[src/hw/rtl/sdg_pkg.sv]
`default_nettype none
package sdg_pkg;

    localparam int BANK_W = 1;
    localparam int BANK_N = 2 ** BANK_W;
    localparam int DIV_W  = 16;
    localparam int FLAG_W = 8;
    localparam int KIND_W = 4;
    localparam int STAT_W = 2;

    localparam logic [DIV_W-1:0] DIV_RESET = 16'hFFFF;

    localparam logic [KIND_W-1:0] KIND_NOTE_MOD     = 4'd0;
    localparam logic [KIND_W-1:0] KIND_NOTE_PAT     = 4'd1;
    localparam logic [KIND_W-1:0] KIND_SEL_MOD      = 4'd2;
    localparam logic [KIND_W-1:0] KIND_SEL_PAT      = 4'd3;
    localparam logic [KIND_W-1:0] KIND_CHK_MOD      = 4'd4;
    localparam logic [KIND_W-1:0] KIND_CHK_PAT      = 4'd5;
    localparam logic [KIND_W-1:0] KIND_CHK_MOD_BANK = 4'd6;
    localparam logic [KIND_W-1:0] KIND_CHK_PAT_BANK = 4'd7;
    localparam logic [KIND_W-1:0] KIND_APPLY        = 4'd8;

    localparam logic [STAT_W-1:0] ST_OK          = 2'd0;
    localparam logic [STAT_W-1:0] ST_BAD_PAYLOAD = 2'd1;
    localparam logic [STAT_W-1:0] ST_BAD_SETTING = 2'd2;

    typedef logic [BANK_W-1:0] bank_t;
    typedef logic [DIV_W-1:0]  div_t;

    // controller to datapath commands
    typedef struct packed {
        logic capture;
        logic execute;
    } sdg_cmd_t;

endpackage
`default_nettype wire

[src/hw/rtl/sdg_ctrl.sv]
`default_nettype none
module sdg_ctrl
    import sdg_pkg::*;
(
    input  wire logic clk,
    input  wire logic rst_n,
    input  wire logic cmd_valid,
    output logic      cmd_ready,
    output logic      res_valid,
    input  wire logic res_ready,
    output sdg_cmd_t  cmd
);

    localparam logic S_IDLE = 1'b0;
    localparam logic S_EXEC = 1'b1;

    logic state_reg, state_next;
    logic res_valid_reg, res_valid_next;
    logic out_free;

    assign out_free  = !res_valid_reg || res_ready;
    assign cmd_ready = (state_reg == S_IDLE);
    assign res_valid = res_valid_reg;

    always_comb
    begin
        cmd.capture    = 1'b0;
        cmd.execute    = 1'b0;
        state_next     = state_reg;
        res_valid_next = res_valid_reg && !res_ready;
        unique case (state_reg)
            S_IDLE:
            begin
                if (cmd_valid)
                begin
                    cmd.capture = 1'b1;
                    state_next  = S_EXEC;
                end
            end
            S_EXEC:
            begin
                // wait until the output register is free
                if (out_free)
                begin
                    cmd.execute    = 1'b1;
                    res_valid_next = 1'b1;
                    state_next     = S_IDLE;
                end
            end
            default:
            begin
                state_next = S_IDLE;
            end
        endcase
    end

    always_ff @(posedge clk or negedge rst_n)
    begin
        if (!rst_n)
        begin
            state_reg     <= S_IDLE;
            res_valid_reg <= 1'b0;
        end
        else
        begin
            state_reg     <= state_next;
            res_valid_reg <= res_valid_next;
        end
    end

endmodule
`default_nettype wire

[src/hw/rtl/sdg_dp.sv]
`default_nettype none
module sdg_dp
    import sdg_pkg::*;
#(
    parameter int BANK_COUNT              = 2,
    parameter int DEFAULT_STEPS_INTENSITY = 10,
    parameter int DEFAULT_STEPS_PHASE     = 40,
    parameter int FIXED_RATE_BIT          = 0,
    parameter int STRICT_BIT              = 1
)
(
    input  wire logic              clk,
    input  wire logic              rst_n,
    input  wire sdg_cmd_t          cmd,
    input  wire logic [KIND_W-1:0] kind,
    input  wire logic [BANK_W-1:0] bank,
    input  wire logic [DIV_W-1:0]  divider,
    input  wire logic [FLAG_W-1:0] flag,
    input  wire logic [DIV_W-1:0]  rate_intensity_in,
    input  wire logic [DIV_W-1:0]  rate_phase_in,
    input  wire logic [DIV_W-1:0]  steps_intensity_in,
    input  wire logic [DIV_W-1:0]  steps_phase_in,
    output logic [STAT_W-1:0]      status,
    output logic                   violates,
    output logic                   apply,
    output logic [DIV_W-1:0]       rate_intensity_out,
    output logic [DIV_W-1:0]       rate_phase_out,
    output logic [DIV_W-1:0]       steps_intensity_out,
    output logic [DIV_W-1:0]       steps_phase_out,
    output logic [FLAG_W-1:0]      flag_out
);

    // captured command
    logic [KIND_W-1:0] kind_reg;
    bank_t             bank_reg;
    div_t              div_reg;
    logic [FLAG_W-1:0] flag_reg;
    div_t              ri_reg, rp_reg, si_reg, sp_reg;

    // guard state
    logic  strict_reg, strict_next;
    div_t  dsi_reg, dsi_next;
    div_t  dsp_reg, dsp_next;
    div_t  mod_div_reg [BANK_N];
    div_t  pat_div_reg [BANK_N];
    bank_t act_mod_reg, act_pat_reg;

    // result
    logic [STAT_W-1:0] status_reg, status_next;
    logic              viol_reg, viol_next;
    logic              apply_reg, apply_next;
    div_t              ri_out_reg, rp_out_reg, si_out_reg, sp_out_reg;
    logic [FLAG_W-1:0] flag_out_reg;

    logic bank_ok;
    logic fixed, strict_req;
    div_t md, pd, chk_mod, chk_pat;
    logic mod_v, pat_v;
    logic wr_mod, wr_pat, sel_mod, sel_pat;

    assign bank_ok    = (int'(bank_reg) < BANK_COUNT);
    assign fixed      = flag_reg[FIXED_RATE_BIT];
    assign strict_req = flag_reg[STRICT_BIT];
    assign md         = mod_div_reg[act_mod_reg];
    assign pd         = pat_div_reg[act_pat_reg];

    // direct checks use the divider field, bank checks the stored one
    assign chk_mod = (kind_reg == KIND_CHK_MOD) ? div_reg : mod_div_reg[bank_reg];
    assign chk_pat = (kind_reg == KIND_CHK_PAT) ? div_reg : pat_div_reg[bank_reg];
    assign mod_v   = strict_reg && (chk_mod < dsi_reg);
    assign pat_v   = strict_reg && ((chk_pat < dsi_reg) || (chk_pat < dsp_reg));

    always_comb
    begin
        status_next = ST_OK;
        viol_next   = 1'b0;
        apply_next  = 1'b0;
        strict_next = strict_reg;
        dsi_next    = dsi_reg;
        dsp_next    = dsp_reg;
        wr_mod      = 1'b0;
        wr_pat      = 1'b0;
        sel_mod     = 1'b0;
        sel_pat     = 1'b0;
        case (kind_reg)
            KIND_NOTE_MOD:     wr_mod  = bank_ok;
            KIND_NOTE_PAT:     wr_pat  = bank_ok;
            KIND_SEL_MOD:      sel_mod = bank_ok;
            KIND_SEL_PAT:      sel_pat = bank_ok;
            KIND_CHK_MOD:      viol_next = mod_v;
            KIND_CHK_PAT:      viol_next = pat_v;
            KIND_CHK_MOD_BANK: viol_next = bank_ok && mod_v;
            KIND_CHK_PAT_BANK: viol_next = bank_ok && pat_v;
            KIND_APPLY:
            begin
                if (fixed)
                begin
                    // fixed update rate keeps the stored steps
                    if (ri_reg == '0 || rp_reg == '0)
                    begin
                        status_next = ST_BAD_PAYLOAD;
                    end
                    else
                    begin
                        strict_next = 1'b0;
                        apply_next  = 1'b1;
                    end
                end
                else if (si_reg == '0 || sp_reg == '0)
                begin
                    status_next = ST_BAD_PAYLOAD;
                end
                else if (strict_req && (md < si_reg || pd < si_reg || pd < sp_reg))
                begin
                    status_next = ST_BAD_SETTING;
                end
                else
                begin
                    strict_next = strict_req;
                    dsi_next    = si_reg;
                    dsp_next    = sp_reg;
                    apply_next  = 1'b1;
                end
            end
            default:           status_next = ST_BAD_PAYLOAD;
        endcase
    end

    always_ff @(posedge clk)
    begin
        if (cmd.capture)
        begin
            kind_reg <= kind;
            bank_reg <= bank;
            div_reg  <= divider;
            flag_reg <= flag;
            ri_reg   <= rate_intensity_in;
            rp_reg   <= rate_phase_in;
            si_reg   <= steps_intensity_in;
            sp_reg   <= steps_phase_in;
        end
        if (cmd.execute)
        begin
            status_reg   <= status_next;
            viol_reg     <= viol_next;
            apply_reg    <= apply_next;
            ri_out_reg   <= apply_next ? ri_reg : '0;
            rp_out_reg   <= apply_next ? rp_reg : '0;
            si_out_reg   <= apply_next ? si_reg : '0;
            sp_out_reg   <= apply_next ? sp_reg : '0;
            flag_out_reg <= apply_next ? flag_reg : '0;
        end
    end

    always_ff @(posedge clk or negedge rst_n)
    begin
        if (!rst_n)
        begin
            strict_reg  <= 1'b0;
            dsi_reg     <= DIV_W'(DEFAULT_STEPS_INTENSITY);
            dsp_reg     <= DIV_W'(DEFAULT_STEPS_PHASE);
            act_mod_reg <= '0;
            act_pat_reg <= '0;
            for (int i = 0; i < BANK_N; i++)
            begin
                mod_div_reg[i] <= DIV_RESET;
                pat_div_reg[i] <= DIV_RESET;
            end
        end
        else if (cmd.execute)
        begin
            strict_reg <= strict_next;
            dsi_reg    <= dsi_next;
            dsp_reg    <= dsp_next;
            if (sel_mod)
            begin
                act_mod_reg <= bank_reg;
            end
            if (sel_pat)
            begin
                act_pat_reg <= bank_reg;
            end
            if (wr_mod)
            begin
                mod_div_reg[bank_reg] <= div_reg;
            end
            if (wr_pat)
            begin
                pat_div_reg[bank_reg] <= div_reg;
            end
        end
    end

    assign status              = status_reg;
    assign violates            = viol_reg;
    assign apply               = apply_reg;
    assign rate_intensity_out  = ri_out_reg;
    assign rate_phase_out      = rp_out_reg;
    assign steps_intensity_out = si_out_reg;
    assign steps_phase_out     = sp_out_reg;
    assign flag_out            = flag_out_reg;

endmodule
`default_nettype wire

[src/hw/rtl/silencer_divider_guard_top.sv]
// Silencer divider guard: one result per command on the res channel, in order.
// Each command is first registered, then evaluated against the stored dividers
// and steps and loaded into the output register once that register is free.
// The next command is taken while a result still waits in the output register,
// but the two-state controller takes none while one is still being evaluated.
// Reset loads the default completion steps and sets every divider to 0xFFFF;
// no clearing pass is needed.
`default_nettype none
module silencer_divider_guard_top
    import sdg_pkg::*;
#(
    parameter int BANK_COUNT              = 2,
    parameter int DEFAULT_STEPS_INTENSITY = 10,
    parameter int DEFAULT_STEPS_PHASE     = 40,
    parameter int FIXED_RATE_BIT          = 0,
    parameter int STRICT_BIT              = 1
)
(
    input  wire logic              clk,
    input  wire logic              rst_n,
    input  wire logic              cmd_valid,
    output logic                   cmd_ready,
    input  wire logic [KIND_W-1:0] kind,
    input  wire logic [BANK_W-1:0] bank,
    input  wire logic [DIV_W-1:0]  divider,
    input  wire logic [FLAG_W-1:0] flag,
    input  wire logic [DIV_W-1:0]  rate_intensity_in,
    input  wire logic [DIV_W-1:0]  rate_phase_in,
    input  wire logic [DIV_W-1:0]  steps_intensity_in,
    input  wire logic [DIV_W-1:0]  steps_phase_in,
    output logic                   res_valid,
    input  wire logic              res_ready,
    output logic [STAT_W-1:0]      status,
    output logic                   violates,
    output logic                   apply,
    output logic [DIV_W-1:0]       rate_intensity_out,
    output logic [DIV_W-1:0]       rate_phase_out,
    output logic [DIV_W-1:0]       steps_intensity_out,
    output logic [DIV_W-1:0]       steps_phase_out,
    output logic [FLAG_W-1:0]      flag_out
);

    sdg_cmd_t cmd;

    sdg_ctrl u_ctrl (
        .clk       (clk),
        .rst_n     (rst_n),
        .cmd_valid (cmd_valid),
        .cmd_ready (cmd_ready),
        .res_valid (res_valid),
        .res_ready (res_ready),
        .cmd       (cmd)
    );

    sdg_dp #(
        .BANK_COUNT              (BANK_COUNT),
        .DEFAULT_STEPS_INTENSITY (DEFAULT_STEPS_INTENSITY),
        .DEFAULT_STEPS_PHASE     (DEFAULT_STEPS_PHASE),
        .FIXED_RATE_BIT          (FIXED_RATE_BIT),
        .STRICT_BIT              (STRICT_BIT)
    ) u_dp (
        .clk                 (clk),
        .rst_n               (rst_n),
        .cmd                 (cmd),
        .kind                (kind),
        .bank                (bank),
        .divider             (divider),
        .flag                (flag),
        .rate_intensity_in   (rate_intensity_in),
        .rate_phase_in       (rate_phase_in),
        .steps_intensity_in  (steps_intensity_in),
        .steps_phase_in      (steps_phase_in),
        .status              (status),
        .violates            (violates),
        .apply               (apply),
        .rate_intensity_out  (rate_intensity_out),
        .rate_phase_out      (rate_phase_out),
        .steps_intensity_out (steps_intensity_out),
        .steps_phase_out     (steps_phase_out),
        .flag_out            (flag_out)
    );

endmodule
`default_nettype wire

[config.mk]
export PLATFORM = sky130hd
export DESIGN_NAME = silencer_divider_guard_top
export DESIGN_NICKNAME = d
export VERILOG_FILES = /design/src/hw/rtl/sdg_pkg.sv /design/src/hw/rtl/sdg_ctrl.sv /design/src/hw/rtl/sdg_dp.sv /design/src/hw/rtl/silencer_divider_guard_top.sv
export SDC_FILE = /design/constraint.sdc
export NUM_CORES = 1
export LEC_CHECK = 0
export BUFFER_PORTS_ARGS = -buffer_cell sky130_fd_sc_hd__buf_2
export CORE_MARGIN = 2
export CORE_UTILIZATION = 40
export CTS_BUF_LIST = sky130_fd_sc_hd__clkbuf_8
export DETAILED_ROUTE_END_ITERATION = 12
export SLEW_MARGIN = 25
export SYNTH_ARGS = -nofsm -noshare
export SYNTH_HDL_FRONTEND = slang
export SYNTH_HIERARCHICAL = 1
export SYNTH_SLANG_ARGS = --single-unit
[constraint.sdc]
create_clock -name clk -period 10.15 [get_ports clk]
set_input_delay 0.5075 -clock clk [delete_from_list [all_inputs] [get_ports clk]]
set_output_delay 0.5075 -clock clk [all_outputs]
set_load 0.01 [all_outputs]
==> results.md, run 1 <==
- Reg area: about 7700 µm²
- DRT iter0 DRCs: 437
- Die area: ~34000 µm²
- Number of fill cells in the layout: approximately 2900
- Worst EP required: about 11 ns
- Clock Power Share: 0.325
- Crit start category: flop
- Most frequent cell after synthesis: edfxtp_1
- Clk sinks: between 200 and 300
- Number of flops mapped to enable cells by yosys: 169
- Dominant cells by area after synthesis: edfxtp_1 40%, dfstp_2 14%, ha_1 8.8%, mux2_2 8.7%, dfrtp_1 6.4%
- Sum Neg Setup Slack: 0 ns
- Worst Skew: 0.03686 ns
- Post-DRT Antenna Nets: 0
- Initial antenna violation count: 1
- Cts bufs inserted: between 40 and 50
- GPL Wtd Cong: between 0.7 and 0.8
- Register share of total power: 0.482
- Slew margin rel.: 0.3809
- Core footprint: ~32000 µm²
- Final hold vios: 0
- CTS Buffer Depth: 3
- Switch Pwr: ~880 µW
- Slew @ Worst Pin: just over 0.9 ns
- Setup Fix Bufs, Post-CTS: 0
- Via/cell ratio: slightly above 5
- Status: finished, final reports clean
- GRT Overall Usage: 0.1838
- Rows: 65
- Root Buffer Master: clkbuf_8
- PD cells: 205.0 nW/µm²
- # port buffers: 174
- Critical path arrival: between 4 and 5 ns
- Crit Path Category: reg -> reg
- Fmax: about 240 MHz
- Logic gate share of total power: 0.192
- Setup crit end kind: flop
- CTS tree: done
- Syn Area/Cell: approximately 14 µm²
- CP max FO: 25
- Synth Net Count: between 1000 and 1500
- Ys Warns: 6
- Largest area contributor in the netlist: edfxtp_1
- LEAKAGE: 0.006665 µW
- Peak VDD IR: 188.7 µV
- Die height: between 150 and 200 µm
- Detailed placer's ending HPWL: between 20000 and 25000 µm
- Seq/Total Area, Yosys: 0.5985
- Max_cap viols: 0
- Post-Syn Instances: 933
- Vias in the first global route: roughly 8000
- DRC viols: 0
- Post-route core utilization: 0.4802
- Netlist cell types: 54
- Largest net degree at the start of global routing: 73
- GRT overflow: 0
- Multi-input logic area: 4800 µm²
- RSZ-0062 raised after global routing: false
- Int Pwr: 2221 µW
- Boundary Pins: 175
- Net Sw Frac: 0.2848
- Asr flop ratio synth: 0.3741
- Routed length per instance: around 19 µm
- Reg clk slew, reported paths: approximately 0.060 ns
- Post-route minimum period: a little over 4 ns
- Die width: 183.2 µm
- Starting Density: 0.4070
- Final WL: ~30000 µm
- Share of Yosys cell area claimed by the top area cell type: 0.3951
- Layout Nets: 1324
- Slew Viols, Final: 0
- Synth Cell Area: ~13000 µm²
- Vias: roughly 8000
- Yosys reg bits: 270
- # setup viols final: 0
- Global-route wire length before repair: about 47000 µm
- Hold crit path type: in -> reg
- Commonest cells post-synth: 169 x edfxtp_1, 99 x mux2_2, 90 x ha_1, 73 x and2_1, 68 x dfstp_2
- Clk_lat worst skew: around 0.58 ns
- Initial DRT Pass Iterations: 5
- Layout cells sized above 1: 0.3622
- Post-synth top flop: edfxtp_1
- Area Growth Syn to Fin: 17.98%
- Final worst-path cycle share: 0.4053
- H-tree levels: 2
==> worst max-delay path, cell delays in order, from the launching register on <==
cell	delay (ns)
dfrtp_1	0.84
mux2_2	0.44
ha_1	0.30
o211ai_1	0.09
a311oi_1	0.42
nor4_1	0.15
o31ai_4	0.27
o311ai_4	0.19
a21oi_4	0.37
buf_4	0.47
mux2_2	0.39
==> cell usage in the layout, fill, tap and decap left out, types with 2 or more instances in the layout <==
master and instances:
a311oi_1 2, ha_1 90, dfrtp_1 33, nor3b_1 2, nand2b_1 2, a2111oi_0 2, buf_2 173, a211oi_1 7
o21ai_0 44, nand3_1 9, mux2i_1 64, bufinv_16 2, inv_1 77, mux2_2 99, o211ai_1 5, clkinv_1 9
and4_1 2, o21bai_1 3, clkinv_2 3, a41oi_1 2, nor4_1 18, nand2_1 50, edfxtp_1 169, nor2_1 15
dfstp_2 68, nand4_1 15, a21o_1 15, clkbuf_8 57, buf_4 11, nor3_1 3, a221oi_1 2, a21oi_1 25
and2_1 72
==> final timing paths <==
path / startpoint / endpoint / slack, ns / depth (start not counted)
min: divider[7] / u_dp/div_reg[7] / 0.1 / 1
max in group asynchronous: rst_n / u_dp/dsp_reg[0] / 8.44 / 3
max: u_dp/act_pat_reg / u_dp/dsi_reg[0] / 6.04 / 10
max reg2reg: u_dp/act_pat_reg / u_dp/dsi_reg[0] / 6.04 / 10
min reg2reg: u_dp/dsp_reg[5] / u_dp/dsp_reg[5] / 0.51 / 2
min in group asynchronous: rst_n / u_dp/dsi_reg[11] / 0.53 / 2
==> power groups by stage <==
stage | registers, µW | clock network, µW | logic [µW]
5_1_grt | 1520 | 1100 | 673
2_1_floorplan | 1490 | 0 | 422
4_1_cts | 1500 | 1040 | 605
3_3_place_gp | 1520 | 0 | 584
6_report | 1500 | 1010 | 597
3_5_place_dp | 1520 | 0 | 601
==> cell type report <==
type / count / share of cell area
Sequential cell: 270 / 0.5073
Multi-Input combinational cell: 570 / 0.3167
Timing Repair Buffer: 185 / 0.06325
Clock buffer: 57 / 0.05177
Tap cell: 402 / 0.03319
Inverter: 63 / 0.01561
Clock inverter: 31 / 0.01197
Antenna cell: 1 / 0.0001651
==> through the flow <==
stage | power [µW] | setup WS (ns) | instance area, µm² | cells | hold WS [ns]
after floorplan | 1908 | 6.027 | 12840 | 933 | 0.2119
after global placement | 2100 | 6.103 | 14170 | 1489 | 0.4883
after detailed placement | 2118 | 6.117 | 14170 | 1489 | 0.5004
after CTS | 3147 | 6.106 | 15150 | 1578 | 0.06039
after global routing | 3294 | 5.921 | 15150 | 1579 | 0.06290
final | 3106 | 6.036 | 15150 | 1579 | 0.09978
==> metal layers <==
metal | wire length, µm | track usage | vias up
li1 | - | - | 3864
met1 | 13650 | 0.2436 | 3921
met2 | 14780 | 0.3112 | 169
met3 | 1193 | 0.03078 | 53
met4 | 680 | 0.05312 | 0
met5 | 0 | 0 | -
==> cells by family (layout without fill, tap and decap cells) <==
kind of cell | Yosys count | after routing | synth area share
buffers and inverters | 93 | 336 | 0.03020
other | 0 | 1 | 0
multiplexers | 163 | 163 | 0.1367
adder cells (fa/ha/maj) | 90 | 90 | 0.08768
AND/OR/NAND/NOR | 199 | 199 | 0.08612
flip-flops | 270 | 270 | 0.5985
AO/OA/AOI/OAI | 118 | 118 | 0.06079
==> what timing repair did <==
| item | CTS | global route |
|---|---|---|
| endpoints found under the setup margin | 0 | 0 |
| hold buffers | 1 | 0 |
| resized for setup | 0 | 0 |
| hold endpoints to repair | 20 | 0 |
Note: power is estimated with default switching activity, not from simulation.
==> inputs of run 2 (changes only) <==
--- a/config.mk
+++ b/config.mk
@@ -5,6 +5,7 @@
 export SDC_FILE = /design/constraint.sdc
 export NUM_CORES = 1
 export LEC_CHECK = 0
+export ABC_AREA = 1
 export BUFFER_PORTS_ARGS = -buffer_cell sky130_fd_sc_hd__buf_2
 export CORE_MARGIN = 2
 export CORE_UTILIZATION = 40
==> constraint.sdc (replaced) <==
create_clock -name clk -period 3.5 [get_ports clk]
set_input_delay 0.175 -clock clk [delete_from_list [all_inputs] [get_ports clk]]
set_output_delay 0.175 -clock clk [all_outputs]
set_load 0.01 [all_outputs]
==> results.md, run 2 <==
- Die width: 182.6 µm (-0.30%)
- Worst EP required: 3.87 ns (-6.74 ns)
- Top Family by Delay on Critical Path: compound AO/OA/AOI/OAI gates
- Post-Syn Instances: 1258 (+35%)
- Fmax: 308.9 MHz (+27%)
- Switch Pwr: 2830 µW (+220%)
- Rows: 65 (unchanged)
- Peak VDD IR: 432.2 µV (+130%)
- Area Growth Syn to Fin: 25.70%
- GRT Overall Usage: 0.1926 (+0.008820)
- Largest area contributor in the netlist: edfxtp_1
- Synth Cell Area: 12770 µm² (-0.60%)
- Multi-input logic area: 4230 µm² (-12%)
- CTS Buffer Depth: 3 (unchanged)
- Routed length per instance: 15.85 µm (-17%)
- Reg area: 7689 µm² (about the same)
- Layout Nets: 1742 (+32%)
- Most frequent cell after synthesis: nand2_1
- Initial DRT Pass Iterations: 6 (+1)
- Post-route minimum period: 3.238 ns (-0.8759 ns)
- Boundary Pins: 175 (unchanged)
- Largest net degree at the start of global routing: 81 (+11%)
- Number of fill cells in the layout: 2866 (-0.76%)
- Int Pwr: 6284 µW (+180%)
- Final worst-path cycle share: 0.9250 (+0.5198)
- CP max stage cell: edfxtp_1
- # setup viols final: 0 (unchanged)
- RSZ-0062 raised after global routing: false
- Clock Power Share: 0.300 (-0.025)
- Net Sw Frac: 0.3105 (+0.02567)
- Dominant cells by area after synthesis: edfxtp_1 40%, dfstp_2 14%, ha_1 8.8%, nand2_1 8.1%, dfrtp_1 6.5%
- Reg clk slew, reported paths: 0.06 ns (about the same)
- Critical path buffer and inverter count: 2 (+1)
- Clk_lat worst skew: 0.59 ns (about the same)
- Die height: 182.6 µm (-0.30%)
- Commonest cells post-synth: 275 x nand2_1, 173 x inv_1, 169 x edfxtp_1, 105 x o21ai_0, 101 x nor2_1
- Crit start category: flop
- GPL Wtd Cong: 0.8501 (+9.4%)
- CP dominant cell by count: nor2_1
- Layout cells sized above 1: 0.2152 (-0.1471)
- Hold WS: 0.2029 ns (+0.1032 ns)
- Cts bufs inserted: 47 (unchanged)
- Final WL: 31630 µm (+4.4%)
- Syn Area/Cell: 10.15 µm² (-26%)
- Netlist cell types: 34 (-37%)
- Sum Neg Setup Slack: 0 ns (unchanged)
- DRC viols: 0 (unchanged)
- Most frequent cells in the layout: 272 x nand2_1, 195 x inv_1, 173 x buf_2, 169 x edfxtp_1, 105 x o21ai_0
- Ys Warns: 6 (unchanged)
- CTS tree: done
- Die area: 33360 µm² (-0.59%)
- CP max FO: 28 (+12%)
- Register share of total power: 0.470 (-0.012)
- Initial antenna violation count: 0 (-1)
- H-tree levels: 2 (unchanged)
- Slew Viols, Final: 0 (unchanged)
- Status: finished, final reports clean
- Share of Yosys cell area claimed by the top area cell type: 0.3975 (+0.002401)
- Number of flops mapped to enable cells by yosys: 169 (unchanged)
- CP peak stage delay: 0.48 ns (-0.36 ns)
- Post-synth top flop: edfxtp_1
- DP Worst Slack: 0.3275 ns (-5.790 ns)
- Final hold vios: 0 (unchanged)
- Antenna cells: 0 (-1)
- PD cells: 567.9 nW/µm² (+180%)
- Worst Skew: 0.02946 ns (-0.007401 ns)
- GRT overflow: 0 (unchanged)
- Global-route wire length before repair: 50050 µm (+5.7%)
- Core footprint: 31470 µm² (-0.26%)
- Post-DRT Antenna Nets: 0 (unchanged)
- Total power: 9113 µW (+190%)
- Critical path arrival: 3.61 ns (-0.97 ns)
- Vias: 9668 (+21%)
- LEAKAGE: 0.007172 µW (+7.6%)
- Logic gate share of total power: 0.230 (+0.038)
- Vias in the first global route: 9407 (+15%)
- Clk sinks: 270 (unchanged)
- Slew @ Worst Pin: 0.9588 ns (+0.03272 ns)
- CP Cell Sequence: inv_1 -> nor2_1 -> nand2_1 -> buf_12 -> o21ai_0 -> ha_1 -> nand2_1 -> nor2_1 -> a211oi_1 -> o221ai_1 -> a21oi_1 -> nor2_1 -> nor2_1
- Via/cell ratio: 4.844 (-4.5%)
- Commonest non-fill, non-tap cell in the layout: nand2_1
- Hold crit path type: in -> async
- Setup crit end kind: flop
- Seq/Total Area, Yosys: 0.6022 (+0.003637)
- Max_cap viols: 0 (unchanged)
- Crit Path Category: reg -> reg
- Yosys reg bits: 270 (unchanged)
- Setup ws final: 0.2624 ns (-5.774 ns)
- Synth Net Count: 1445 (+29%)
- Slew margin rel.: 0.3593 (-0.02163)
- Starting Density: 0.4056 (-0.001413)
- # port buffers: 174 (unchanged)
- DRT iter0 DRCs: 667 (+53%)
- Root Buffer Master: clkbuf_8
- Detailed placer's ending HPWL: 22210 µm (+2.4%)
- Asr flop ratio synth: 0.3741 (unchanged)
## run 2: logic make-up (layout without fill, tap and decap cells)
group	after synthesis	count (layout)	synth area share
and+or+nand+nor	431	431	0.1367
DFF	270	270	0.6022
AOI/OAI and AO/OA	244	244	0.1053
adders and majority gates	90	90	0.08821
buffers and inverters	223	559	0.06763
## run 2: final cells by class
| cell class | instances | share of cell area |
|---|---|---|
| Timing Repair Buffer | 292 | 0.1281 |
| Clock inverter | 37 | 0.01201 |
| Inverter | 179 | 0.04203 |
| Tap cell | 402 | 0.03135 |
| Sequential cell | 270 | 0.4791 |
| Clock buffer | 51 | 0.04374 |
| Multi-Input combinational cell | 765 | 0.2636 |
## run 2: path summary, 6_finish.rpt
| path | startpoint | to | slack [ns] | cells past startpoint |
|---|---|---|---|---|
| min | rst_n | u_dp/act_mod_reg | 0.20 | 2 |
| max reg2reg | u_dp/kind_reg[2] | u_dp/violates | 0.26 | 13 |
| max in group asynchronous | rst_n | u_dp/mod_div_reg[21] | 2.47 | 3 |
| max | u_dp/kind_reg[2] | u_dp/violates | 0.26 | 13 |
| min in group clk | steps_intensity_in[11] | u_dp/si_reg[11] | 0.29 | 2 |
| min reg2reg | u_dp/pat_div_reg[17] | u_dp/pat_div_reg[17] | 0.47 | 2 |
## run 2: through the flow
stage	std cells	utilization	cell area, µm²
floorplan	1258	-	12770
CTS	1996	0.5094	16030
finish	1996	0.5098	16050
global route	1996	0.5098	16050
global placement	1811	0.4502	14170
detailed placement	1811	0.4502	14170
## run 2: what timing repair did
action	in CTS	in global routing
setup endpoints to repair	0	7
setup buffers	0	0
gates resized for setup	0	1
hold endpoints to repair	121	0
hold buffers	97	0
## run 2: layer usage
metal  wire [µm]  GRT usage  up-vias
met1       13970     0.2560     4509
li1            -          -     4847
met5           0          0        -
met2       15430     0.3243      250
met4         751    0.06290        0
met3        1482    0.02914       62
## run 2: power by group through the flow
stage / Combinational, µW / Sequential [µW] / Clock, µW
after global routing: 2410 / 4340 / 2980
after detailed placement: 2010 / 4340 / 0
after CTS: 2110 / 4290 / 2810
after floorplan: 1350 / 4300 / 0
final: 2100 / 4290 / 2730
after global placement: 1950 / 4330 / 0
